## config.mk

```make
export PLATFORM = sky130hd
export DESIGN_NAME = esp3_frame_deframer
export DESIGN_NICKNAME = d
export VERILOG_FILES = /design/src/rtl/esp3fd_pkg.sv /design/src/rtl/esp3_frame_deframer.sv /design/src/rtl/esp3fd_ram.sv /design/src/rtl/esp3fd_ctrl.sv /design/src/rtl/esp3fd_dpath.sv
export SDC_FILE = /design/constraint.sdc
export NUM_CORES = 1
export LEC_CHECK = 0
export BUFFER_PORTS_ARGS = -buffer_cell sky130_fd_sc_hd__buf_2
export CELL_PAD_IN_SITES_DETAIL_PLACEMENT = 0
export CELL_PAD_IN_SITES_GLOBAL_PLACEMENT = 2
export CORE_ASPECT_RATIO = 0.6
export CORE_MARGIN = 4
export CORE_UTILIZATION = 51
export DETAILED_ROUTE_END_ITERATION = 6
export MAX_ROUTING_LAYER = met4
export PLACE_DENSITY = 0.87
export RECOVER_POWER = 50
export SLEW_MARGIN = 10
export SYNTH_ARGS = -nofsm -noshare
export SYNTH_HDL_FRONTEND = slang
export SYNTH_SLANG_ARGS = --single-unit
export TNS_END_PERCENT = 100
```

## constraint.sdc

```tcl
create_clock -name i_clk -period 15.1 [get_ports i_clk]
set_clock_uncertainty 0.1 [all_clocks]
set_input_delay 3.02 -clock i_clk [delete_from_list [all_inputs] [get_ports i_clk]]
set_output_delay 3.02 -clock i_clk [all_outputs]
set_load 0.01 [all_outputs]
```

## src/rtl/esp3fd_pkg.sv

```systemverilog
// esp3fd_pkg: shared types, constants and the crc8 helper of the esp3 deframer
// no dependencies; used by every module of the deframer but esp3fd_ram
package esp3fd_pkg;

    // frame format
    localparam logic [7:0]  SYNC_BYTE        = 8'h55;
    localparam int          HDR_BYTES        = 6;
    localparam int          LEN_W            = 17;
    localparam int          DEF_BUFFER_BYTES = 64;
    localparam logic [15:0] DEF_TIMEOUT      = 16'd100;

    // input beat kinds carried in tuser
    localparam logic [1:0] MODE_BYTE   = 2'd0;
    localparam logic [1:0] MODE_TICK   = 2'd1;
    localparam logic [1:0] MODE_FLUSH  = 2'd2;
    localparam logic [1:0] MODE_UNUSED = 2'd3;

    typedef enum logic [3:0] {
        S_IDLE,
        S_SYNC_RD,
        S_SYNC_CHK,
        S_HDR_RD,
        S_HDR_CHK,
        S_LEN,
        S_DAT_RD,
        S_DAT_CHK,
        S_EMIT_RD,
        S_EMIT_WAIT,
        S_RS_INIT,
        S_RS_RD,
        S_RS_CHK
    } t_state;

    // controller to datapath
    typedef struct packed {
        logic accept;
        logic idx_zero;
        logic idx_one;
        logic idx_six;
        logic idx_inc;
        logic crc_clr;
        logic crc_upd;
        logic hdr_ld;
        logic drop_one;
        logic drop_idx;
        logic drop_full;
        logic fill_clr;
        logic out_load;
    } t_cmd;

    // datapath to controller
    typedef struct packed {
        logic is_byte;
        logic fill_zero;
        logic rd_sync;
        logic fill_lt_hdr;
        logic hdr_last;
        logic too_big;
        logic fill_lt_full;
        logic hdr_ok;
        logic crc_match;
        logic idx_at_crc;
        logic idx_ge_fill;
        logic out_free;
    } t_status;

    // crc8, poly 0x07, msb first, one byte
    function automatic logic [7:0] crc8_byte(input logic [7:0] crc, input logic [7:0] b);
        logic [7:0] c;
        c = crc ^ b;
        for (int k = 0; k < 8; k++) begin
            c = c[7] ? ({c[6:0], 1'b0} ^ 8'h07) : {c[6:0], 1'b0};
        end
        return c;
    endfunction

endpackage

```

## src/rtl/esp3_frame_deframer.sv

```systemverilog
// esp3_frame_deframer: top level of the esp3 receive deframer
// depends on esp3fd_pkg, esp3fd_ctrl, esp3fd_dpath (and esp3fd_ram below it)
//
// channel   dir  handshake                   beat contents
// s_axis    in   i_s_axis_tvalid/o_..tready  tdata: data_byte; tuser: mode
// m_axis    out  o_m_axis_tvalid/i_..tready  tdata: payload_byte, packet_type;
//                                            tuser: in_optional; tlast: last
// cfg       in   i_cfg_valid/o_cfg_ready     inter_byte_timeout, always ready
//
// tick, flush and unused beats are taken in idle and start no framing pass. a byte
// beat starts a framing pass that visits buffer bytes, each visit one read of the
// buffer ram with a registered read port: skipped bytes, the header, crc bytes,
// emitted bytes and bytes scanned in a resync.
// synchronous active low reset empties the buffer; no clearing pass is needed.
// a stalled result waits in the output register; emission and the input both
// wait until it is taken, since the framing pass has not finished.
module esp3_frame_deframer import esp3fd_pkg::*; #(
    parameter int BUFFER_BYTES = DEF_BUFFER_BYTES
) (
    input  logic        i_clk,
    input  logic        i_rst_n,
    input  logic        i_s_axis_tvalid,
    output logic        o_s_axis_tready,
    input  logic [7:0]  i_s_axis_tdata,   // [7:0] data_byte
    input  logic [1:0]  i_s_axis_tuser,   // [1:0] mode
    output logic        o_m_axis_tvalid,
    input  logic        i_m_axis_tready,
    output logic [15:0] o_m_axis_tdata,   // [7:0] payload_byte, [15:8] packet_type
    output logic        o_m_axis_tuser,   // [0] in_optional
    output logic        o_m_axis_tlast,
    input  logic        i_cfg_valid,
    output logic        o_cfg_ready,
    input  logic [15:0] i_cfg_data
);

    t_cmd    cmd;
    t_status status;

    esp3fd_ctrl u_ctrl (
        .i_clk      (i_clk),
        .i_rst_n    (i_rst_n),
        .i_in_valid (i_s_axis_tvalid),
        .o_in_ready (o_s_axis_tready),
        .i_status   (status),
        .o_cmd      (cmd)
    );

    esp3fd_dpath #(
        .BUFFER_BYTES (BUFFER_BYTES)
    ) u_dpath (
        .i_clk          (i_clk),
        .i_rst_n        (i_rst_n),
        .i_cmd          (cmd),
        .o_status       (status),
        .i_mode         (i_s_axis_tuser),
        .i_byte         (i_s_axis_tdata),
        .i_cfg_we       (i_cfg_valid),
        .i_cfg_data     (i_cfg_data),
        .i_out_ready    (i_m_axis_tready),
        .o_out_valid    (o_m_axis_tvalid),
        .o_payload_byte (o_m_axis_tdata[7:0]),
        .o_in_optional  (o_m_axis_tuser),
        .o_packet_type  (o_m_axis_tdata[15:8]),
        .o_last         (o_m_axis_tlast)
    );

    assign o_cfg_ready = 1'b1;

endmodule

```

## src/rtl/esp3fd_ram.sv

```systemverilog
// esp3fd_ram: generic simple dual port ram, one write port, registered read
// no dependencies
module esp3fd_ram #(
    parameter int WIDTH = 8,
    parameter int DEPTH = 64
) (
    input  logic                     i_clk,
    input  logic                     i_we,
    input  logic [$clog2(DEPTH)-1:0] i_waddr,
    input  logic [WIDTH-1:0]         i_wdata,
    input  logic [$clog2(DEPTH)-1:0] i_raddr,
    output logic [WIDTH-1:0]         o_rdata
);

    logic [WIDTH-1:0] r_mem [DEPTH];
    logic [WIDTH-1:0] r_rdata;

    // write port and registered read
    always_ff @(posedge i_clk) begin
        if (i_we) begin
            r_mem[i_waddr] <= i_wdata;
        end
        r_rdata <= r_mem[i_raddr];
    end

    assign o_rdata = r_rdata;

endmodule

```

## src/rtl/esp3fd_ctrl.sv

```systemverilog
// esp3fd_ctrl: sequencer for sync search, header and crc checks, emit and resync
// depends on esp3fd_pkg
module esp3fd_ctrl import esp3fd_pkg::*; (
    input  logic    i_clk,
    input  logic    i_rst_n,
    input  logic    i_in_valid,
    output logic    o_in_ready,
    input  t_status i_status,
    output t_cmd    o_cmd
);

    t_state r_state, n_state;

    // state register
    always_ff @(posedge i_clk) begin
        if (!i_rst_n) begin
            r_state <= S_IDLE;
        end else begin
            r_state <= n_state;
        end
    end

    // next state and commands
    always_comb begin
        n_state    = r_state;
        o_cmd      = '0;
        o_in_ready = 1'b0;
        unique case (r_state)
            S_IDLE: begin
                o_in_ready = 1'b1;
                if (i_in_valid) begin
                    o_cmd.accept   = 1'b1;
                    o_cmd.idx_zero = 1'b1;
                    if (i_status.is_byte) begin
                        n_state = S_SYNC_RD;
                    end
                end
            end
            S_SYNC_RD: begin
                n_state = i_status.fill_zero ? S_IDLE : S_SYNC_CHK;
            end
            S_SYNC_CHK: begin
                if (!i_status.rd_sync) begin
                    o_cmd.drop_one = 1'b1;
                    n_state        = S_SYNC_RD;
                end else if (i_status.fill_lt_hdr) begin
                    n_state = S_IDLE;
                end else begin
                    o_cmd.idx_one = 1'b1;
                    o_cmd.crc_clr = 1'b1;
                    n_state       = S_HDR_RD;
                end
            end
            S_HDR_RD: begin
                n_state = S_HDR_CHK;
            end
            S_HDR_CHK: begin
                o_cmd.hdr_ld = 1'b1;
                if (i_status.hdr_last) begin
                    n_state = S_LEN;
                end else begin
                    o_cmd.idx_inc = 1'b1;
                    n_state       = S_HDR_RD;
                end
            end
            S_LEN: begin
                if (i_status.too_big) begin
                    n_state = S_RS_INIT;
                end else if (i_status.fill_lt_full) begin
                    n_state = S_IDLE;
                end else if (!i_status.hdr_ok) begin
                    n_state = S_RS_INIT;
                end else begin
                    o_cmd.idx_six = 1'b1;
                    o_cmd.crc_clr = 1'b1;
                    n_state       = S_DAT_RD;
                end
            end
            S_DAT_RD: begin
                n_state = S_DAT_CHK;
            end
            S_DAT_CHK: begin
                if (i_status.idx_at_crc) begin
                    if (i_status.crc_match) begin
                        o_cmd.idx_six = 1'b1;
                        n_state       = S_EMIT_RD;
                    end else begin
                        n_state = S_RS_INIT;
                    end
                end else begin
                    o_cmd.crc_upd = 1'b1;
                    o_cmd.idx_inc = 1'b1;
                    n_state       = S_DAT_RD;
                end
            end
            S_EMIT_RD: begin
                if (i_status.idx_at_crc) begin
                    o_cmd.drop_full = 1'b1;
                    o_cmd.idx_zero  = 1'b1;
                    n_state         = S_SYNC_RD;
                end else begin
                    n_state = S_EMIT_WAIT;
                end
            end
            S_EMIT_WAIT: begin
                if (i_status.out_free) begin
                    o_cmd.out_load = 1'b1;
                    o_cmd.idx_inc  = 1'b1;
                    n_state        = S_EMIT_RD;
                end
            end
            S_RS_INIT: begin
                o_cmd.idx_one = 1'b1;
                n_state       = S_RS_RD;
            end
            S_RS_RD: begin
                if (i_status.idx_ge_fill) begin
                    o_cmd.fill_clr = 1'b1;
                    o_cmd.idx_zero = 1'b1;
                    n_state        = S_SYNC_RD;
                end else begin
                    n_state = S_RS_CHK;
                end
            end
            S_RS_CHK: begin
                if (i_status.rd_sync) begin
                    o_cmd.drop_idx = 1'b1;
                    o_cmd.idx_zero = 1'b1;
                    n_state        = S_SYNC_RD;
                end else begin
                    o_cmd.idx_inc = 1'b1;
                    n_state       = S_RS_RD;
                end
            end
            default: begin
                n_state = S_IDLE;
            end
        endcase
    end

endmodule

```

## src/rtl/esp3fd_dpath.sv

```systemverilog
// esp3fd_dpath: circular frame buffer, counters, crc, length math and output register
// depends on esp3fd_pkg and esp3fd_ram
module esp3fd_dpath import esp3fd_pkg::*; #(
    parameter int BUFFER_BYTES = DEF_BUFFER_BYTES
) (
    input  logic        i_clk,
    input  logic        i_rst_n,
    input  t_cmd        i_cmd,
    output t_status     o_status,
    input  logic [1:0]  i_mode,
    input  logic [7:0]  i_byte,
    input  logic        i_cfg_we,
    input  logic [15:0] i_cfg_data,
    input  logic        i_out_ready,
    output logic        o_out_valid,
    output logic [7:0]  o_payload_byte,
    output logic        o_in_optional,
    output logic [7:0]  o_packet_type,
    output logic        o_last
);

    localparam int AW = $clog2(BUFFER_BYTES);
    localparam int FW = $clog2(BUFFER_BYTES + 1);
    localparam logic [FW:0]      BUF_S = (FW + 1)'(BUFFER_BYTES);
    localparam logic [LEN_W-1:0] BUF_L = LEN_W'(BUFFER_BYTES);

    logic [AW-1:0]    r_head;
    logic [FW-1:0]    r_fill;
    logic [FW-1:0]    r_idx;
    logic [15:0]      r_idle;
    logic [15:0]      r_tmo;
    logic [7:0]       r_crc;
    logic [15:0]      r_dl;
    logic [7:0]       r_ol;
    logic [7:0]       r_ptype;
    logic             r_hok;
    logic             r_ovalid;
    logic [7:0]       r_obyte;
    logic             r_oopt;
    logic [7:0]       r_optype;
    logic             r_olast;

    logic [7:0]       rdata;
    logic [FW-1:0]    fill_eff;
    logic             wr_en;
    logic [AW-1:0]    waddr;
    logic [AW-1:0]    raddr;
    logic [LEN_W-1:0] crc_at;
    logic [LEN_W-1:0] full;
    logic [LEN_W-1:0] idx_l;
    logic [FW-1:0]    drop_n;
    logic [AW-1:0]    head_adv;

    // add an offset to a buffer pointer with wrap around
    function automatic logic [AW-1:0] wrap_add(input logic [AW-1:0] p, input logic [FW-1:0] o);
        logic [FW:0] s;
        s = (FW + 1)'(p) + (FW + 1)'(o);
        if (s >= BUF_S) begin
            s = s - BUF_S;
        end
        return s[AW-1:0];
    endfunction

    // byte arrival: timeout clear, append when room
    assign fill_eff = (r_fill != '0 && r_idle > r_tmo) ? '0 : r_fill;
    assign wr_en    = i_cmd.accept && i_mode == MODE_BYTE && fill_eff < FW'(BUFFER_BYTES);
    assign waddr    = wrap_add(r_head, fill_eff);
    assign raddr    = wrap_add(r_head, r_idx);

    esp3fd_ram #(
        .WIDTH (8),
        .DEPTH (BUFFER_BYTES)
    ) u_ram (
        .i_clk   (i_clk),
        .i_we    (wr_en),
        .i_waddr (waddr),
        .i_wdata (i_byte),
        .i_raddr (raddr),
        .o_rdata (rdata)
    );

    // frame length math
    assign crc_at = LEN_W'(HDR_BYTES) + LEN_W'(r_dl) + LEN_W'(r_ol);
    assign full   = crc_at + LEN_W'(1);
    assign idx_l  = LEN_W'(r_idx);

    // amount removed from the front
    always_comb begin
        if (i_cmd.drop_full) begin
            drop_n = full[FW-1:0];
        end else if (i_cmd.drop_idx) begin
            drop_n = r_idx;
        end else begin
            drop_n = FW'(1);
        end
    end
    assign head_adv = wrap_add(r_head, drop_n);

    // control state: pointers, fill, idle ticks, timeout register, output valid
    always_ff @(posedge i_clk) begin
        if (!i_rst_n) begin
            r_head   <= '0;
            r_fill   <= '0;
            r_idle   <= '0;
            r_tmo    <= DEF_TIMEOUT;
            r_ovalid <= 1'b0;
        end else begin
            if (i_cfg_we) begin
                r_tmo <= i_cfg_data;
            end
            if (i_cmd.accept) begin
                case (i_mode)
                    MODE_BYTE: begin
                        r_idle <= '0;
                        r_fill <= wr_en ? fill_eff + FW'(1) : fill_eff;
                    end
                    MODE_TICK: begin
                        if (r_idle != 16'hFFFF) begin
                            r_idle <= r_idle + 16'd1;
                        end
                    end
                    MODE_FLUSH: begin
                        r_fill <= '0;
                    end
                    default: begin
                    end
                endcase
            end
            if (i_cmd.drop_one || i_cmd.drop_idx || i_cmd.drop_full) begin
                r_head <= head_adv;
                r_fill <= r_fill - drop_n;
            end
            if (i_cmd.fill_clr) begin
                r_fill <= '0;
            end
            if (i_cmd.out_load) begin
                r_ovalid <= 1'b1;
            end else if (i_out_ready) begin
                r_ovalid <= 1'b0;
            end
        end
    end

    // scan index, crc and header fields
    always_ff @(posedge i_clk) begin
        if (i_cmd.idx_zero) begin
            r_idx <= '0;
        end else if (i_cmd.idx_one) begin
            r_idx <= FW'(1);
        end else if (i_cmd.idx_six) begin
            r_idx <= FW'(HDR_BYTES);
        end else if (i_cmd.idx_inc) begin
            r_idx <= r_idx + FW'(1);
        end
        if (i_cmd.crc_clr) begin
            r_crc <= '0;
        end else if (i_cmd.crc_upd) begin
            r_crc <= crc8_byte(r_crc, rdata);
        end else if (i_cmd.hdr_ld && r_idx != FW'(5)) begin
            r_crc <= crc8_byte(r_crc, rdata);
        end
        if (i_cmd.hdr_ld) begin
            if (r_idx == FW'(1)) r_dl[15:8] <= rdata;
            if (r_idx == FW'(2)) r_dl[7:0]  <= rdata;
            if (r_idx == FW'(3)) r_ol       <= rdata;
            if (r_idx == FW'(4)) r_ptype    <= rdata;
            if (r_idx == FW'(5)) r_hok      <= (r_crc == rdata);
        end
    end

    // output register payload
    always_ff @(posedge i_clk) begin
        if (i_cmd.out_load) begin
            r_obyte  <= rdata;
            r_oopt   <= idx_l >= LEN_W'(HDR_BYTES) + LEN_W'(r_dl);
            r_optype <= r_ptype;
            r_olast  <= idx_l + LEN_W'(1) == crc_at;
        end
    end

    // status toward the controller
    always_comb begin
        o_status.is_byte      = i_mode == MODE_BYTE;
        o_status.fill_zero    = r_fill == '0;
        o_status.rd_sync      = rdata == SYNC_BYTE;
        o_status.fill_lt_hdr  = r_fill < FW'(HDR_BYTES);
        o_status.hdr_last     = r_idx == FW'(5);
        o_status.too_big      = full > BUF_L;
        o_status.fill_lt_full = LEN_W'(r_fill) < full;
        o_status.hdr_ok       = r_hok;
        o_status.crc_match    = r_crc == rdata;
        o_status.idx_at_crc   = idx_l == crc_at;
        o_status.idx_ge_fill  = r_idx >= r_fill;
        o_status.out_free     = !r_ovalid || i_out_ready;
    end

    assign o_out_valid    = r_ovalid;
    assign o_payload_byte = r_obyte;
    assign o_in_optional  = r_oopt;
    assign o_packet_type  = r_optype;
    assign o_last         = r_olast;

endmodule

```

; ---- Yosys cells after proc, flatten, opt, wreduce, memory -nomap -nowiden
; Memory sizes are Yosys's and may differ from the RTL's. A register that Yosys moved wholly into a read port is not among the register bits.
; Cells that the tools add are included.
[word_totals]
regBits = 116
ramBits = 512
inputBits = 31
out_inout_bits = 21
wordCells = 187
mem_count = 1
[memory_table]
columns = memory, depth, width, rd, rd_ports_with_merged_regs, write_ports, line
row1 = u_dpath.u_ram.r_mem, 64, 8, 1, 1, 1, esp3fd_ram.sv:15  ; logic [WIDTH-1:0] r_mem [DEPTH];
[op_classes]
add_sub_neg = 14
magnitude_cmp = 10
eq_ne = 29
n_mux = 74
bitwise = 10
n_reduce_logical = 30
[op_table]
columns = op, n
row1 = 4-bit case mux with 13 select lines, 1
row2 = 7-bit two-way mux, 6
row3 = 4-bit two-way mux, 10
row4 = 3-bit two-way mux, 11
row5 = 16-bit case mux with 2 select lines, 1
row6 = 1-bit two-way mux, 28
row7 = 6-bit by 7-bit adder with 8-bit output, 3
row8 = 8-bit by 7-bit greater-or-equal comparator with 1-bit output (second input constant), 3
row9 = 3-bit NOT, 8
row10 = 4-bit == test (second input constant), 5
row11 = 6-bit two-way mux, 3
row12 = 6-bit by 1-bit subtractor with 6-bit output (second input constant), 3
row13 = 17-bit by 1-bit adder with 17-bit output (second input constant), 1
row14 = 17-bit by 8-bit adder with 17-bit output, 1
row15 = 3-bit by 16-bit adder with 17-bit output (first input constant), 1
row16 = 17-bit == test, 1
row17 = 7-bit by 17-bit == test with 1-bit output, 1
row18 = 7-bit by 17-bit greater-or-equal comparator with 1-bit output, 1
row19 = 17-bit by 7-bit > comparator with 1-bit output (second input constant), 1
row20 = 7-bit by 17-bit less-than comparator with 1-bit output, 1
row21 = 16-bit by 1-bit adder with 16-bit output (second input constant), 1
row22 = 4-bit by 3-bit == test with 1-bit output (second input constant), 4
row23 = 16-bit > comparator, 1
row24 = 16-bit two-way mux, 1
row25 = other kinds (39), 70

; ---- Depth between registers and ports, before layout
[depth]
depth_word = 19
depth_mapped = 27

; ---- Modules after synthesis
; From an unflattened synthesis, not the netlist that was laid out.
[unflattened]
hier_cells = 1908
area_unflattened_um2 = 28790.1
[modules_own_cells]
columns = module, n_inst, cells_per_inst, area_each_um2, seq_area_each_um2
row1 = esp3fd_ram, 1, 940, 20166.8, 15534.9
row2 = esp3fd_dpath, 1, 887, 8062.7, 2752.6
row3 = esp3fd_ctrl, 1, 79, 549.3, 80.1
row4 = esp3_frame_deframer, 1, 2, 11.3, 0.0

; ---- Worst setup path before layout
; Ideal clock, no wire load.
[synth_path]
kind = flip-flop to flip-flop
from = reg u_dpath.r_dl[1]
to = reg u_dpath.r_head[5]
t_arrival_ns = 5.269
required_ns = 14.872
path_slack_ns = 9.603
path_stages_with_launch = 28
synth_period_minus_slack_ns = 5.497
path_cell_list = edfxtp_1 inv_1 ha_1 and4b_1 clkbuf_1 nand2_1 xnor2_1 ha_1 a21o_1 a31o_2 a31oi_1 nand2_1 a2111oi_0 o21bai_1 nor4_4 a22oi_1 inv_1 ha_1 a21o_1 a21oi_1 o21bai_1 a21oi_1 xnor2_1 nand2_1 o21ai_0 a21oi_1 xor2_1 nor2_1
[synth_via]
elab_chain_cells = 9
word_cells_on_any_way = 12
[synth_lines]
columns = item, line
row1 = "start, declared", esp3fd_dpath.sv:33  ; logic [15:0] r_dl;
row2 = "start signal, assigned", esp3fd_dpath.sv:164  ; if (r_idx == FW'(2)) r_dl[7:0] <= rdata;
row3 = 3-bit by 16-bit adder with 17-bit output *, esp3fd_dpath.sv:83  ; assign crc_at = LEN_W'(HDR_BYTES) + LEN_W'(r_dl) + LEN_W'(r_ol);
row4 = 17-bit by 8-bit adder with 17-bit output *, esp3fd_dpath.sv:83
row5 = "parallel branches: the longest is 7 deep, another holds 17-bit by 1-bit adder with 17-bit output", -
row6 = "end signal, assigned", esp3fd_dpath.sv:130  ; r_head <= head_adv;
row7 = "end, declared", esp3fd_dpath.sv:27  ; logic [AW-1:0] r_head;
; Every way passes the cells marked *.
; A chain may end at the register's enable or synchronous reset.

; ---- Worst setup path in the final report
; Ends and elaborated chain as after synthesis.

==> reports/metrics.cfg <==
[timing]
slew_headroom_pct = -104
fin_crit_sh_pct = 43.2
fmax_mhz = 153
period_needed_ns = 6.53
worst_pin_slew_ns = 3.06
finalSetupViolCount = 0
fin_tns_setup_ns = 0
hold_viol = 0
rsz0062_at_grt = false
worst_slack_ns = 8.57
slew_viol_final = 477

[critical_path]
critPathRequiredTime_ns = 15.45
path_delay_family = compound AO/OA/AOI/OAI gates
path_class = register to register
crit_path_max_incr_delay_ns = 0.57
crit_path_max_fanout = 8
critPathBufInv = 2
cp.arrival_ns = 6.87
start_kind = register
setup.worst_path.end_class = register
slowest_stage = a2111oi_0

[power]
p_total_mw = 3.52
ir_worst_vdd_v = 0.000105
power_leakage_nw = 10.1
power_density_nw_per_um2 = 113

[global_routing]
use_met3_pct = 5.12
grt_use_total_pct = 22.8
grt_util_met1_pct = 37.4
grt_max_degree = 65
antenna_found_initial = 1
grt_use_met2_pct = 29.3
grt.busiest_layer = met1
grt_pass1_wl_mm = 99.2
grt.overflow.total = 0
first_global_vias = 15200

[routing]
initialDrtViolationCount = 1872
vias = 15700
wire_per_inst_um = 25.2
routed_via_density = 6.09
routed_wl_mm = 64.9
firstDrtPassIters = 5
drc_errors = 0
drtAntennaViolNets = 0

[yosys]
yosys.cell_types.count = 84
yosysTopAreaCell = edfxtp_1
synth_seq_cells = 636
synthFlopType = edfxtp_1
yosys_warnings = 0
synth_top_area_share_pct = 59.9
yosysSeqAreaShare_pct = 65.1
synth_area_um2 = 28200
synth_area_per_cell_um2 = 16.1
synthTopCellsByCount = edfxtp_1 (563), mux4_2 (160), nor2_1 (150), ha_1 (77)
netlist_instances = 1752
synth_area_leaders = edfxtp_1 (60%), mux4_2 (13%), dfxtp_1 (5.2%)
synthMostInstantiatedCell = edfxtp_1
synth-edff-count = 563
syn-num-nets = 1865
synthArstFlopShare_pct = 0

[outcome]
violations = capacitance limit, slew limit
status = finished, violations left

[clocking]
clk_latency_ns = 0.61
cts_setup_buffers = 0
cts_sinks = 636
path_clk_slew_ns = 0.07
cts_tree = built
clockBufferDepth = 3
hold_buffers = 0
htreeDepth = 2
ctsResizeCount = 0
root_buffer = clkbuf_16
cts_buffers = 57

[placed_design]
io_buffers = 50
gp_congestion = 0.855
place_hpwl_mm = 42.8
dp.cells = 2463
placed_area_um2 = 29200
pre_cts_slack_ns = 8.61

[floorplan]
rows = 66
die-width_um = 312
ios = 52
coreArea_um2 = 54400
die_area_um2 = 59300
start_util_pct = 51.8
fp.dieH_um = 190

[finish]
synthToLayoutAreaGrowth_pct = 10.2
finalNonFillerCells = 2573
drive_gt1_share_pct = 17.8
fin_nets = 1923
final_area_um2 = 31100

[worst_hold_path]
hp-class = register to register

[flow_run]
maxCapViolations = 8

## metal layers
layer,share of wire [%],wire [um]
met1,50,32200
met2,40,26100
met3,8.7,5620
met4,1.5,994
met5,0,0
## cells in the final DEF, fill, tap and decap left out, drive strengths merged, types with 20 or more instances in the layout
cell type    n
edfxtp     563
mux4       160
nor2       151
clkbuf      78
ha          77
nand2       73
dfxtp       73
xnor2       70
a21oi       69
inv         66
buf         54
xor2        38
nand3       32
mux2i       29
a211oi      27
o21ai       25
clkinv      24
nand2b      20
nor2b       20
## worst register-to-register path, cell delays in order (launching register included)
cell	delay (ns)
edfxtp_1	0.52
inv_1	0.12
ha_1	0.28
and4b_1	0.40
nand2_1	0.10
xnor2_1	0.21
ha_1	0.34
a21o_1	0.19
a31o_2	0.20
a31oi_1	0.33
nand2_1	0.09
a2111oi_0	0.57
o21bai_1	0.29
nor4_4	0.56
a22oi_1	0.26
inv_1	0.18
ha_1	0.25
a21o_1	0.17
a21oi_1	0.22
o21bai_1	0.10
a21oi_1	0.28
xnor2_1	0.11
nand2_1	0.07
o21ai_0	0.08
a21oi_1	0.16
xor2_1	0.15
nor2_1	0.05
## logic make-up after synthesis
kind of cell	Yosys count	share of synthesized area (%)
AOI/OAI and AO/OA	207	4.98
xor gates and xnor gates	108	3.42
adders and majority gates	82	3.77
buffers and inverters	129	1.84
DFF	636	65.1
muxes	190	13.8
other	1	0.0133
and+or+nand+nor	399	7.01
## final timing paths
kind         cells after the start  slack, ns                  endpoint                from
max reg2reg                     26       8.57         u_dpath.r_head[5]     u_dpath.r_dl[1]
min reg2reg                      0       0.32  u_dpath.o_packet_type[4]  u_dpath.r_ptype[4]
max                             26       8.57         u_dpath.r_head[5]     u_dpath.r_dl[1]
min                              0       0.32  u_dpath.o_packet_type[4]  u_dpath.r_ptype[4]
## report_power, final
| part | total (mW) | leakage (nW) | internal (mW) | switching (mW) |
|---|---|---|---|---|
| clock network | 1.47 | 0.915 | 0.821 | 0.652 |
| registers | 1.93 | 5.66 | 1.92 | 0.00955 |
| logic | 0.118 | 3.49 | 0.0438 | 0.0741 |
| total | 3.52 | 10.1 | 2.79 | 0.736 |
## state kept, by name (all words and copies together), names as in the netlist
register                cells
u_dpath.r_idle             16
u_dpath.r_hok               1
u_dpath.o_last              1
u_dpath.o_in_optional       1
u_dpath.r_ol                8
u_dpath.u_ram.o_rdata       8
u_dpath.o_out_valid         1
u_dpath.r_tmo              16
u_dpath.o_packet_type       8
u_dpath.r_crc               8
u_dpath.r_fill              7
u_dpath.o_payload_byte      8
u_dpath.r_head              6
u_dpath.u_ram.r_mem       512
u_dpath.r_idx               7
u_ctrl.r_state              4
u_dpath.r_ptype             8
u_dpath.r_dl               16
## area by class of cell
cell class / instances / area, um^2
multi-input combinational: 987 / 9360
sequential: 636 / 18400
clock inverter: 40 / 429
antenna: 2 / 5.00
timing repair buffer: 66 / 345
tap: 714 / 893
inverter: 62 / 233
fill: 4140 / 23300
clock buffer: 66 / 1460
## stage by stage
step	utilization, %	hold slack [ns]
final	57.1	0.319
after global routing	57.1	0.324
after CTS	57.2	0.320
after detailed placement	53.7	0.305
after global placement	53.7	0.308
after floorplan	-	0.300
(Power assumes the default switching activity.)
